File: src/rtl/esu_pkg.sv
`timescale 1ns / 1ps
// ----------------------------------------------------------------------------
// esu_pkg
// Shared types and constants of the JSON string unescape block: request and
// result structs, decoder state, error codes and the hex and UTF-8 helpers.
// ----------------------------------------------------------------------------
package esu_pkg;

    localparam int MAX_RESULTS = 4;

    // Result kinds
    localparam logic [1:0] KIND_BYTE   = 2'd0;
    localparam logic [1:0] KIND_CLOSED = 2'd1;
    localparam logic [1:0] KIND_ERROR  = 2'd2;

    // Error codes
    localparam logic [3:0] ERR_UNCLOSED  = 4'd0;
    localparam logic [3:0] ERR_CONTROL   = 4'd1;
    localparam logic [3:0] ERR_CUT_ESC   = 4'd2;
    localparam logic [3:0] ERR_BAD_ESC   = 4'd3;
    localparam logic [3:0] ERR_SHORT_HEX = 4'd4;
    localparam logic [3:0] ERR_NON_HEX   = 4'd5;
    localparam logic [3:0] ERR_NO_LOW    = 4'd6;
    localparam logic [3:0] ERR_BAD_LOW   = 4'd7;
    localparam logic [3:0] ERR_LONE_LOW  = 4'd8;
    localparam logic [3:0] ERR_BAD_UTF8  = 4'd9;
    localparam logic [3:0] ERR_NONE      = 4'd0;

    // Characters
    localparam logic [7:0] CH_QUOTE     = 8'h22;
    localparam logic [7:0] CH_BACKSLASH = 8'h5C;
    localparam logic [7:0] CH_SLASH     = 8'h2F;
    localparam logic [7:0] CH_B         = 8'h62;
    localparam logic [7:0] CH_F         = 8'h66;
    localparam logic [7:0] CH_N         = 8'h6E;
    localparam logic [7:0] CH_R         = 8'h72;
    localparam logic [7:0] CH_T         = 8'h74;
    localparam logic [7:0] CH_U         = 8'h75;
    localparam logic [7:0] CH_SPACE     = 8'h20;
    localparam logic [7:0] CTL_BS       = 8'h08;
    localparam logic [7:0] CTL_FF       = 8'h0C;
    localparam logic [7:0] CTL_LF       = 8'h0A;
    localparam logic [7:0] CTL_CR       = 8'h0D;
    localparam logic [7:0] CTL_TAB      = 8'h09;

    // Surrogate ranges and plane offset
    localparam logic [15:0] HIGH_FIRST = 16'hD800;
    localparam logic [15:0] HIGH_LAST  = 16'hDBFF;
    localparam logic [15:0] LOW_FIRST  = 16'hDC00;
    localparam logic [15:0] LOW_LAST   = 16'hDFFF;
    localparam logic [20:0] PLANE1     = 21'h10000;

    // Lead byte classes of the UTF-8 check
    localparam logic [2:0] LC_ANY = 3'd0;
    localparam logic [2:0] LC_E0  = 3'd1;
    localparam logic [2:0] LC_ED  = 3'd2;
    localparam logic [2:0] LC_F0  = 3'd3;
    localparam logic [2:0] LC_F4  = 3'd4;

    typedef enum logic [5:0] {
        MODE_PLAIN   = 6'b000001,
        MODE_ESC     = 6'b000010,
        MODE_HEX_HI  = 6'b000100,
        MODE_WANT_BS = 6'b001000,
        MODE_WANT_U  = 6'b010000,
        MODE_HEX_LO  = 6'b100000
    } mode_t;

    typedef struct packed {
        logic [7:0] in_byte;
        logic       text_end;
    } req_t;

    typedef struct packed {
        logic [1:0] result_kind;
        logic [7:0] out_byte;
        logic [3:0] error_code;
        logic       last_of_run;
    } res_t;

    typedef struct packed {
        logic [1:0] need;
        logic [2:0] lead_class;
        logic       bad;
    } utf8_t;

    typedef struct packed {
        mode_t       mode;
        logic [15:0] hex_value;
        logic [2:0]  hex_count;
        logic        hex_bad;
        logic [9:0]  high_part;
        utf8_t       utf8;
    } state_t;

    localparam state_t STATE_RESET = '{
        mode:      MODE_PLAIN,
        hex_value: 16'h0000,
        hex_count: 3'd0,
        hex_bad:   1'b0,
        high_part: 10'd0,
        utf8:      '{need: 2'd0, lead_class: LC_ANY, bad: 1'b0}
    };

    typedef struct packed {
        res_t [MAX_RESULTS-1:0] res;
        logic [2:0]             count;
    } bundle_t;

    typedef struct packed {
        logic       ok;
        logic [3:0] digit;
    } hex_t;

    typedef struct packed {
        logic [3:0][7:0] bytes;
        logic [2:0]      count;
    } enc_t;

    // Decode one hex digit; non-hex gives ok low and digit zero
    function automatic hex_t hex_digit(input logic [7:0] c);
        hex_t h;
        h.ok    = 1'b1;
        h.digit = 4'd0;
        case (c) inside
            [8'h30:8'h39]: h.digit = c[3:0];
            [8'h61:8'h66],
            [8'h41:8'h46]: h.digit = 4'(c[2:0] + 3'd1) + 4'd8;
            default:       h.ok = 1'b0;
        endcase
        return h;
    endfunction

    // Encode a code point as one to four UTF-8 bytes, first byte in slot 0
    function automatic enc_t utf8_encode(input logic [20:0] cp);
        enc_t e;
        e.bytes = '0;
        if (cp < 21'h80) begin
            e.bytes[0] = cp[7:0];
            e.count    = 3'd1;
        end
        else if (cp < 21'h800) begin
            e.bytes[0] = {3'b110, cp[10:6]};
            e.bytes[1] = {2'b10, cp[5:0]};
            e.count    = 3'd2;
        end
        else if (cp < 21'h10000) begin
            e.bytes[0] = {4'b1110, cp[15:12]};
            e.bytes[1] = {2'b10, cp[11:6]};
            e.bytes[2] = {2'b10, cp[5:0]};
            e.count    = 3'd3;
        end
        else begin
            e.bytes[0] = {5'b11110, cp[20:18]};
            e.bytes[1] = {2'b10, cp[17:12]};
            e.bytes[2] = {2'b10, cp[11:6]};
            e.bytes[3] = {2'b10, cp[5:0]};
            e.count    = 3'd4;
        end
        return e;
    endfunction

endpackage

File: src/rtl/json_string_unescape.sv
`timescale 1ns / 1ps
// A request is held in the request register, decoded, and its results enter
// the result register once free. Throughput: one request per cycle while each
// gives at most one result and the receiver does not stall; a request with
// several (up to four UTF-8 bytes) holds the result register, one out per cycle.
// Reset: asynchronous, active low; clears the decoder state and empties both
// the request and result registers, so the next byte starts a new string body.
// ----------------------------------------------------------------------------
// json_string_unescape
// Streaming JSON string body decoder: escapes to UTF-8, control and UTF-8
// checks, closing quote and numbered error results.
// ----------------------------------------------------------------------------
module json_string_unescape (
    input  logic            clk,
    input  logic            rst_n,
    input  logic            item_valid,
    output logic            item_stall,
    input  esu_pkg::req_t   item,
    output logic            result_valid,
    input  logic            result_stall,
    output esu_pkg::res_t   result
);

    esu_pkg::req_t    req_reg;
    logic             full_reg;
    logic             full_next;
    esu_pkg::state_t  state_reg;
    esu_pkg::state_t  state_next;
    esu_pkg::bundle_t bundle;
    logic             load_ready;
    logic             advance;
    logic             accept;

    assign advance    = full_reg && load_ready;
    assign item_stall = full_reg && !load_ready;
    assign accept     = item_valid && !item_stall;

    // Request register occupancy
    always_comb
    begin
        full_next = full_reg;
        if (accept) begin
            full_next = 1'b1;
        end
        else if (advance) begin
            full_next = 1'b0;
        end
    end

    esu_decode u_decode (
        .cur    (state_reg),
        .req    (req_reg),
        .nxt    (state_next),
        .bundle (bundle)
    );

    esu_drain u_drain (
        .clk          (clk),
        .rst_n        (rst_n),
        .load         (advance),
        .bundle       (bundle),
        .load_ready   (load_ready),
        .result_valid (result_valid),
        .result_stall (result_stall),
        .result       (result)
    );

    // Control and decoder state
    always_ff @(posedge clk or negedge rst_n)
    begin
        if (!rst_n) begin
            full_reg  <= 1'b0;
            state_reg <= esu_pkg::STATE_RESET;
        end
        else begin
            full_reg <= full_next;
            if (advance) begin
                state_reg <= state_next;
            end
        end
    end

    // Hold the accepted request
    always_ff @(posedge clk)
    begin
        if (accept) begin
            req_reg <= item;
        end
    end

endmodule

File: src/rtl/esu_utf8.sv
`timescale 1ns / 1ps
// ----------------------------------------------------------------------------
// esu_utf8
// Strict UTF-8 tracker for plain bytes: follows the open sequence and
// latches a sticky bad flag on any malformed byte.
// ----------------------------------------------------------------------------
module esu_utf8 (
    input  esu_pkg::utf8_t cur,
    input  logic [7:0]     byte_in,
    output esu_pkg::utf8_t nxt
);

    logic [7:0] lo;
    logic [7:0] hi;

    // Pick the allowed range of the next continuation byte
    always_comb
    begin
        lo = 8'h80;
        hi = 8'hBF;
        case (cur.lead_class)
            esu_pkg::LC_E0: lo = 8'hA0;
            esu_pkg::LC_ED: hi = 8'h9F;
            esu_pkg::LC_F0: lo = 8'h90;
            esu_pkg::LC_F4: hi = 8'h8F;
            default:        ;
        endcase
    end

    // Advance the sequence state
    always_comb
    begin
        nxt = cur;
        if (!cur.bad) begin
            if (cur.need == 2'd0) begin
                case (byte_in) inside
                    [8'h00:8'h7F]: ;
                    [8'hC2:8'hDF]: nxt = '{need: 2'd1, lead_class: esu_pkg::LC_ANY, bad: 1'b0};
                    8'hE0:         nxt = '{need: 2'd2, lead_class: esu_pkg::LC_E0, bad: 1'b0};
                    8'hED:         nxt = '{need: 2'd2, lead_class: esu_pkg::LC_ED, bad: 1'b0};
                    [8'hE1:8'hEF]: nxt = '{need: 2'd2, lead_class: esu_pkg::LC_ANY, bad: 1'b0};
                    8'hF0:         nxt = '{need: 2'd3, lead_class: esu_pkg::LC_F0, bad: 1'b0};
                    [8'hF1:8'hF3]: nxt = '{need: 2'd3, lead_class: esu_pkg::LC_ANY, bad: 1'b0};
                    8'hF4:         nxt = '{need: 2'd3, lead_class: esu_pkg::LC_F4, bad: 1'b0};
                    default:       nxt.bad = 1'b1;
                endcase
            end
            else if (byte_in < lo || byte_in > hi) begin
                nxt = '{need: 2'd0, lead_class: esu_pkg::LC_ANY, bad: 1'b1};
            end
            else begin
                nxt.lead_class = esu_pkg::LC_ANY;
                nxt.need       = cur.need - 2'd1;
            end
        end
    end

endmodule

File: src/rtl/esu_decode.sv
`timescale 1ns / 1ps
// ----------------------------------------------------------------------------
// esu_decode
// Single-pass decode of one request: next decoder state and the bundle of
// up to four results that the request causes.
// ----------------------------------------------------------------------------
module esu_decode (
    input  esu_pkg::state_t  cur,
    input  esu_pkg::req_t    req,
    output esu_pkg::state_t  nxt,
    output esu_pkg::bundle_t bundle
);

    esu_pkg::utf8_t  utf8_next;
    esu_pkg::hex_t   hex;
    esu_pkg::enc_t   enc;
    logic [15:0]     hex_value_next;
    logic [2:0]      hex_count_next;
    logic            hex_bad_next;
    logic            single_en;
    esu_pkg::res_t   single;
    logic            emit_en;
    logic [20:0]     cp;

    esu_utf8 u_utf8 (
        .cur     (cur.utf8),
        .byte_in (req.in_byte),
        .nxt     (utf8_next)
    );

    assign hex            = esu_pkg::hex_digit(req.in_byte);
    assign hex_value_next = {cur.hex_value[11:0], hex.digit};
    assign hex_count_next = cur.hex_count + 3'd1;
    assign hex_bad_next   = cur.hex_bad | ~hex.ok;
    assign enc            = esu_pkg::utf8_encode(cp);

    // Mode handling: state update and the single result or code point
    always_comb
    begin
        nxt       = cur;
        single_en = 1'b0;
        single    = '{result_kind: esu_pkg::KIND_BYTE, out_byte: 8'h00,
                      error_code: esu_pkg::ERR_NONE, last_of_run: 1'b0};
        emit_en   = 1'b0;
        cp        = 21'd0;

        case (cur.mode)
            esu_pkg::MODE_PLAIN:
            begin
                if (req.text_end) begin
                    single_en         = 1'b1;
                    single.result_kind = esu_pkg::KIND_ERROR;
                    single.error_code  = esu_pkg::ERR_UNCLOSED;
                    nxt               = esu_pkg::STATE_RESET;
                end
                else if (req.in_byte == esu_pkg::CH_QUOTE) begin
                    single_en = 1'b1;
                    if (cur.utf8.bad || cur.utf8.need != 2'd0) begin
                        single.result_kind = esu_pkg::KIND_ERROR;
                        single.error_code  = esu_pkg::ERR_BAD_UTF8;
                    end
                    else begin
                        single.result_kind = esu_pkg::KIND_CLOSED;
                    end
                    nxt = esu_pkg::STATE_RESET;
                end
                else if (req.in_byte < esu_pkg::CH_SPACE) begin
                    single_en          = 1'b1;
                    single.result_kind = esu_pkg::KIND_ERROR;
                    single.error_code  = esu_pkg::ERR_CONTROL;
                    nxt                = esu_pkg::STATE_RESET;
                end
                else if (req.in_byte == esu_pkg::CH_BACKSLASH) begin
                    nxt.mode = esu_pkg::MODE_ESC;
                end
                else begin
                    single_en       = 1'b1;
                    single.out_byte = req.in_byte;
                    nxt.utf8        = utf8_next;
                end
            end

            esu_pkg::MODE_ESC:
            begin
                single_en = 1'b1;
                nxt.mode  = esu_pkg::MODE_PLAIN;
                if (req.text_end) begin
                    single.result_kind = esu_pkg::KIND_ERROR;
                    single.error_code  = esu_pkg::ERR_CUT_ESC;
                    nxt                = esu_pkg::STATE_RESET;
                end
                else begin
                    case (req.in_byte) inside
                        esu_pkg::CH_QUOTE,
                        esu_pkg::CH_BACKSLASH,
                        esu_pkg::CH_SLASH: single.out_byte = req.in_byte;
                        esu_pkg::CH_B:     single.out_byte = esu_pkg::CTL_BS;
                        esu_pkg::CH_F:     single.out_byte = esu_pkg::CTL_FF;
                        esu_pkg::CH_N:     single.out_byte = esu_pkg::CTL_LF;
                        esu_pkg::CH_R:     single.out_byte = esu_pkg::CTL_CR;
                        esu_pkg::CH_T:     single.out_byte = esu_pkg::CTL_TAB;
                        esu_pkg::CH_U:
                        begin
                            single_en     = 1'b0;
                            nxt.mode      = esu_pkg::MODE_HEX_HI;
                            nxt.hex_value = 16'h0000;
                            nxt.hex_count = 3'd0;
                            nxt.hex_bad   = 1'b0;
                        end
                        default:
                        begin
                            single.result_kind = esu_pkg::KIND_ERROR;
                            single.error_code  = esu_pkg::ERR_BAD_ESC;
                            nxt                = esu_pkg::STATE_RESET;
                        end
                    endcase
                end
            end

            esu_pkg::MODE_HEX_HI,
            esu_pkg::MODE_HEX_LO:
            begin
                if (req.text_end) begin
                    single_en          = 1'b1;
                    single.result_kind = esu_pkg::KIND_ERROR;
                    single.error_code  = esu_pkg::ERR_SHORT_HEX;
                    nxt                = esu_pkg::STATE_RESET;
                end
                else begin
                    nxt.hex_value = hex_value_next;
                    nxt.hex_count = hex_count_next;
                    nxt.hex_bad   = hex_bad_next;
                    if (hex_count_next >= 3'd4) begin
                        if (hex_bad_next) begin
                            single_en          = 1'b1;
                            single.result_kind = esu_pkg::KIND_ERROR;
                            single.error_code  = esu_pkg::ERR_NON_HEX;
                            nxt                = esu_pkg::STATE_RESET;
                        end
                        else if (cur.mode == esu_pkg::MODE_HEX_HI) begin
                            case (hex_value_next) inside
                                [esu_pkg::HIGH_FIRST:esu_pkg::HIGH_LAST]:
                                begin
                                    nxt.high_part = hex_value_next[9:0];
                                    nxt.mode      = esu_pkg::MODE_WANT_BS;
                                end
                                [esu_pkg::LOW_FIRST:esu_pkg::LOW_LAST]:
                                begin
                                    single_en          = 1'b1;
                                    single.result_kind = esu_pkg::KIND_ERROR;
                                    single.error_code  = esu_pkg::ERR_LONE_LOW;
                                    nxt                = esu_pkg::STATE_RESET;
                                end
                                default:
                                begin
                                    emit_en  = 1'b1;
                                    cp       = {5'd0, hex_value_next};
                                    nxt.mode = esu_pkg::MODE_PLAIN;
                                end
                            endcase
                        end
                        else begin
                            case (hex_value_next) inside
                                [esu_pkg::LOW_FIRST:esu_pkg::LOW_LAST]:
                                begin
                                    emit_en  = 1'b1;
                                    cp       = esu_pkg::PLANE1
                                             + {1'b0, cur.high_part, hex_value_next[9:0]};
                                    nxt.mode = esu_pkg::MODE_PLAIN;
                                end
                                default:
                                begin
                                    single_en          = 1'b1;
                                    single.result_kind = esu_pkg::KIND_ERROR;
                                    single.error_code  = esu_pkg::ERR_BAD_LOW;
                                    nxt                = esu_pkg::STATE_RESET;
                                end
                            endcase
                        end
                    end
                end
            end

            esu_pkg::MODE_WANT_BS:
            begin
                if (req.text_end || req.in_byte != esu_pkg::CH_BACKSLASH) begin
                    single_en          = 1'b1;
                    single.result_kind = esu_pkg::KIND_ERROR;
                    single.error_code  = esu_pkg::ERR_NO_LOW;
                    nxt                = esu_pkg::STATE_RESET;
                end
                else begin
                    nxt.mode = esu_pkg::MODE_WANT_U;
                end
            end

            esu_pkg::MODE_WANT_U:
            begin
                if (req.text_end || req.in_byte != esu_pkg::CH_U) begin
                    single_en          = 1'b1;
                    single.result_kind = esu_pkg::KIND_ERROR;
                    single.error_code  = esu_pkg::ERR_NO_LOW;
                    nxt                = esu_pkg::STATE_RESET;
                end
                else begin
                    nxt.mode      = esu_pkg::MODE_HEX_LO;
                    nxt.hex_value = 16'h0000;
                    nxt.hex_count = 3'd0;
                    nxt.hex_bad   = 1'b0;
                end
            end

            default:
            begin
                nxt = esu_pkg::STATE_RESET;
            end
        endcase
    end

    // Assemble the result bundle and mark its last entry
    always_comb
    begin
        bundle.count = 3'd0;
        for (int i = 0; i < esu_pkg::MAX_RESULTS; i++) begin
            bundle.res[i] = '{result_kind: esu_pkg::KIND_BYTE, out_byte: enc.bytes[i],
                              error_code: esu_pkg::ERR_NONE, last_of_run: 1'b0};
        end
        if (emit_en) begin
            bundle.count = enc.count;
        end
        else if (single_en) begin
            bundle.res[0] = single;
            bundle.count  = 3'd1;
        end
        for (int i = 0; i < esu_pkg::MAX_RESULTS; i++) begin
            bundle.res[i].last_of_run = (bundle.count == 3'(i + 1));
        end
    end

endmodule

File: src/rtl/esu_drain.sv
`timescale 1ns / 1ps
// ----------------------------------------------------------------------------
// esu_drain
// Result register: holds one request's bundle and hands its results out one
// per cycle unless stalled; loads the next bundle when empty or as the last leaves.
// ----------------------------------------------------------------------------
module esu_drain (
    input  logic              clk,
    input  logic              rst_n,
    input  logic              load,
    input  esu_pkg::bundle_t  bundle,
    output logic              load_ready,
    output logic              result_valid,
    input  logic              result_stall,
    output esu_pkg::res_t     result
);

    esu_pkg::res_t [esu_pkg::MAX_RESULTS-1:0] res_reg;
    logic [2:0] remain_reg;
    logic [2:0] remain_next;
    logic [1:0] idx_reg;
    logic [1:0] idx_next;
    logic       pop;

    assign result_valid = (remain_reg != 3'd0);
    assign result       = res_reg[idx_reg];
    assign pop          = result_valid && !result_stall;
    assign load_ready   = (remain_reg == 3'd0) || (remain_reg == 3'd1 && pop);

    // Advance the read position or take a new bundle
    always_comb
    begin
        remain_next = remain_reg;
        idx_next    = idx_reg;
        if (load) begin
            remain_next = bundle.count;
            idx_next    = 2'd0;
        end
        else if (pop) begin
            remain_next = remain_reg - 3'd1;
            idx_next    = idx_reg + 2'd1;
        end
    end

    always_ff @(posedge clk or negedge rst_n)
    begin
        if (!rst_n) begin
            remain_reg <= 3'd0;
            idx_reg    <= 2'd0;
        end
        else begin
            remain_reg <= remain_next;
            idx_reg    <= idx_next;
        end
    end

    // Hold the result payload
    always_ff @(posedge clk)
    begin
        if (load) begin
            res_reg <= bundle.res;
        end
    end

endmodule

File: config.mk
export PLATFORM = sky130hd
export DESIGN_NAME = json_string_unescape
export DESIGN_NICKNAME = d
export VERILOG_FILES = /design/src/rtl/esu_pkg.sv /design/src/rtl/json_string_unescape.sv /design/src/rtl/esu_utf8.sv /design/src/rtl/esu_decode.sv /design/src/rtl/esu_drain.sv
export SDC_FILE = /design/constraint.sdc
export NUM_CORES = 1
export LEC_CHECK = 0
export BUFFER_PORTS_ARGS = -buffer_cell sky130_fd_sc_hd__buf_2
export CAP_MARGIN = 20
export CELL_PAD_IN_SITES_DETAIL_PLACEMENT = 2
export CELL_PAD_IN_SITES_GLOBAL_PLACEMENT = 2
export CORE_MARGIN = 2
export CORE_UTILIZATION = 43
export DETAILED_ROUTE_END_ITERATION = 16
export GPL_TIMING_DRIVEN = 1
export PLACE_DENSITY_LB_ADDON = 0.1
export SYNTH_ARGS = -nofsm -noshare
export SYNTH_HDL_FRONTEND = slang
export SYNTH_SLANG_ARGS = --single-unit
File: constraint.sdc
create_clock -name clk -period 7.6 [get_ports clk]
set_clock_uncertainty 0.2 [all_clocks]
set_input_delay 1.52 -clock clk [delete_from_list [all_inputs] [get_ports clk]]
set_output_delay 1.52 -clock clk [all_outputs]
set_load 0.03 [all_outputs]
==> impl_metrics.py <==
metrics = {
    "run_status": {
        "status": "completed",
    },
    "detailed_routing": {
        "wire_per_inst_um": 24.4,
        "routedLengthMet1_um": 8420,
        "route.top_layer_used": "met4",
        "drt_pass1_iterations": 5,
        "drc": 0,
        "postRouteWirelength_um": 19100,
        "dr.first_iter.drc_count": 351,
        "vias_per_cell": 6.30,
        "routed_length_on_met2_um": 9390,
        "num_vias": 4943,
        "route.antenna.remaining_nets": 0,
        "detailroute.wirelength.met3_um": 909,
    },
    "sta": {
        "fin_tns_setup_ns": 0,
        "max_slew_margin": 0.386,
        "post-route-period-util": 0.566,
        "clock.fmax_mhz": 232,
        "timing_max_transition_violations_final": 0,
        "holdWs_ns": 0.306,
        "setup_violations": 0,
        "finalWorstSetupSlack_ns": 3.30,
        "tightest_pin_transition_ns": 0.919,
        "unrepaired_setup_endpoints_after_global_routing": "no",
        "hold_viol_final": 0,
        "period_needed_ns": 4.30,
    },
    "critical_path": {
        "worst_case_register_to_register_setup_slack_ns": 3.30,
        "critPathArrivalTime_ns": 4.20,
        "cp-end-kind": "flip-flop",
        "r2r.worst_path.cells": 10,
        "critical_path_required_ns": 7.50,
        "crit-reg2reg-launch": "req_reg[1]",
        "critPathLaunchType": "flip-flop",
        "crit_path_start": "req_reg[1]",
        "crit_end": "u_drain.res_reg[6]",
        "worst_flop_to_flop_path_endpoint": "u_drain.res_reg[6]",
        "critical_path.max_fanout": 22,
        "worst-setup-path-type": "reg2reg",
    },
    "synthesis": {
        "ys_ff_latch": 92,
        "post-synth-top-area-cell": "sky130_fd_sc_hd__edfxtp_1",
        "synth_edf_count": 48,
        "asyncSetResetFlopFracSynth": 0.478,
        "synth_top_cell_area_share": 0.252,
        "synth_cell_type_count": 85,
        "mappedNetlistArea_mm2": 0.00573,
        "syn-num-nets": 616,
        "ys_seq_area_frac": 0.444,
        "syn-instance-count": 590,
        "synth_warnings": 0,
        "yosys-top-cells-area": "sky130_fd_sc_hd__edfxtp_1 25%, sky130_fd_sc_hd__dfrtp_1 19%, sky130_fd_sc_hd__nand2_1 4.7%, sky130_fd_sc_hd__nor2_1 3.9%, sky130_fd_sc_hd__mux4_2 3.1%",
        "main_synth_ff_type": "sky130_fd_sc_hd__edfxtp_1",
        "postSynthAreaPerCell_um2": 9.70,
    },
    "power": {
        "power_per_cell_area_mw_per_mm2": 341,
        "switching_share": 0.420,
        "combPwrFrac": 0.399,
        "pwr-share-clk": 0.214,
        "cell_internal_pwr_mw": 1.24,
        "ir_drop_v": 0.000139,
        "power.sequential.fraction": 0.388,
        "netsw_uw": 901,
        "static-leakage-power_nw": 2.50,
        "post-layout-total-power_mw": 2.15,
    },
    "cells_and_area": {
        "area_grow_syn2layout_pct": 9.94,
        "antenna_cells_inserted": 0,
        "final_nets": 630,
        "final.fill_count": 1420,
        "flip_flop_count_of_the_largest_register_all_copies_and_words_added": 39,
        "final_layout_size_suffix_gt1_frac": 0.136,
        "final_cells": 785,
        "final-seq-area_mm2": 0.00254,
        "multi_input_area_mm2": 0.00295,
    },
    "global_routing": {
        "grt_first_pass_wirelength_um": 30200,
        "global_route.overflow_total": 0,
        "grt_use_total": 0.279,
        "antenna_found_initial": 0,
        "maximum_number_of_pins_on_one_net_before_global_route_repair": 45,
        "via_count_of_the_first_global_routing_pass": 5166,
    },
    "floorplan": {
        "std_cell_rows": 42,
        "die-height_um": 119,
        "horizontal_extent_of_the_die_um": 119,
        "floorplan.core_area_mm2": 0.0131,
        "starting_density_of_the_core": 0.436,
        "floorplan.die_area_mm2": 0.0143,
        "io_pins": 30,
    },
    "clock_network": {
        "post_cts_resize_count": 0,
        "cts.clk_slew.worst_paths_ns": 0.07,
        "tritoncts_num_sinks": 92,
        "cts_tree": "yes",
        "cts.path.max_buffers": 2,
        "postCtsSetupRepairBufs": 0,
        "htree_num_levels": 3,
        "cts_root_buffer": "sky130_fd_sc_hd__clkbuf_16",
        "clock_latency_ns": 0.36,
        "post_cts_hold_buffer_count": 0,
        "cts_made_buffers": 9,
    },
    "place": {
        "hpwlAfterDp_um": 14300,
        "finalWeightedCongestion": 0.901,
        "instance_count_after_placement_with_tap_cells_included": 768,
        "pre_cts_ws_ns": 3.48,
        "numPortBuffers": 29,
    },
    "worst_hold_path": {
        "holdCritStartpoint": "state_reg[18]",
        "worst_hold_path_type": "reg2reg",
    },
    "flow_run": {
        "max_cap_violations": 0,
    },
}
## layer usage
metal / GRT usage / vias up
met5: 0 / -
met4: 0.103 / 0
met3: 0.0359 / 24
met2: 0.461 / 163
met1: 0.376 / 2522
li1: - / 2234
## metrics by stage
step,cell area [µm²],utilization
6_report,6290,0.479
2_1_floorplan,5730,-
5_1_grt,6290,0.479
3_3_place_gp,5970,0.454
3_5_place_dp,5970,0.454
4_1_cts,6270,0.477
## power by group through the flow
stage          clock network, mW  registers (mW)  logic [mW]
6_report                   0.458           0.832       0.856
5_1_grt                    0.478           0.850       0.930
4_1_cts                    0.464           0.832       0.841
3_5_place_dp                   0           0.838       0.834
3_3_place_gp                   0           0.814       0.799
2_1_floorplan                  0           0.752       0.651
## worst min path at each step
| stage | end | depth (start not counted) |
|---|---|---|
| 2_1_floorplan | state_reg[18] | 2 |
| 3_3_place_gp | state_reg[18] | 2 |
| 3_5_place_dp | state_reg[18] | 2 |
| 4_1_cts | state_reg[18] | 2 |
| 5_1_grt | state_reg[18] | 2 |
| 6_report | state_reg[18] | 2 |
## synth_stat cells (7+ instances only)
cell,n
sky130_fd_sc_hd__o31ai_1,14
sky130_fd_sc_hd__a21oi_1,25
sky130_fd_sc_hd__o21ai_1,14
sky130_fd_sc_hd__dfrtp_1,43
sky130_fd_sc_hd__a22oi_1,8
sky130_fd_sc_hd__clkbuf_1,12
sky130_fd_sc_hd__inv_1,19
sky130_fd_sc_hd__nand3_1,16
sky130_fd_sc_hd__o211ai_1,11
sky130_fd_sc_hd__edfxtp_1,48
sky130_fd_sc_hd__nor3_1,15
sky130_fd_sc_hd__o21ai_0,21
sky130_fd_sc_hd__xnor2_1,7
sky130_fd_sc_hd__buf_2,15
sky130_fd_sc_hd__nor2_1,60
sky130_fd_sc_hd__and3_1,9
sky130_fd_sc_hd__mux4_2,8
sky130_fd_sc_hd__ha_1,13
sky130_fd_sc_hd__and2_1,17
sky130_fd_sc_hd__nand2_1,72
## cells by family after synthesis
group / after synthesis / synth area share
AOI/OAI and AO/OA: 146 / 0.178
buffers and inverters: 52 / 0.0402
DFF: 92 / 0.444
muxes: 22 / 0.0577
xor gates and xnor gates: 11 / 0.0168
adders and majority gates: 13 / 0.0284
and+or+nand+nor: 254 / 0.235
## cells in the final DEF, fill, tap and decap left out, types with 11 or more instances in the layout
cell type                  netlist  routed
sky130_fd_sc_hd__dfrtp_1        43      43
sky130_fd_sc_hd__buf_2          15      29
sky130_fd_sc_hd__o211ai_1       11      11
sky130_fd_sc_hd__inv_1          19      19
sky130_fd_sc_hd__nand3_1        16      16
sky130_fd_sc_hd__a21oi_1        25      25
sky130_fd_sc_hd__ha_1           13      13
sky130_fd_sc_hd__o21ai_0        21      21
sky130_fd_sc_hd__nor2_1         60      60
sky130_fd_sc_hd__o31ai_1        14      14
sky130_fd_sc_hd__nor3_1         15      15
sky130_fd_sc_hd__and2_1         17      17
sky130_fd_sc_hd__o21ai_1        14      14
sky130_fd_sc_hd__edfxtp_1       48      48
sky130_fd_sc_hd__nand2_1        72      72
## cell type report
cell class | instances | area share
multi-input combinational | 446 | 0.469
sequential | 92 | 0.404
clock buffer | 10 | 0.0398
tap | 176 | 0.0350
timing repair buffer | 33 | 0.0310
inverter | 22 | 0.0139
clock inverter | 6 | 0.00735
## worst max-delay path, stage by stage, from the launching register on
cell                        delay (ns)
sky130_fd_sc_hd__edfxtp_1         0.51
sky130_fd_sc_hd__inv_1            0.12
sky130_fd_sc_hd__ha_1             0.33
sky130_fd_sc_hd__nor3b_1          0.21
sky130_fd_sc_hd__nand4b_1         0.34
sky130_fd_sc_hd__a2111oi_4        0.68
sky130_fd_sc_hd__nand3_2          0.43
sky130_fd_sc_hd__clkinv_1         0.49
sky130_fd_sc_hd__nor2_1           0.23
sky130_fd_sc_hd__a222oi_1         0.40
sky130_fd_sc_hd__a21oi_1          0.07
No activity file was read; power rests on OpenSTA's default activity.
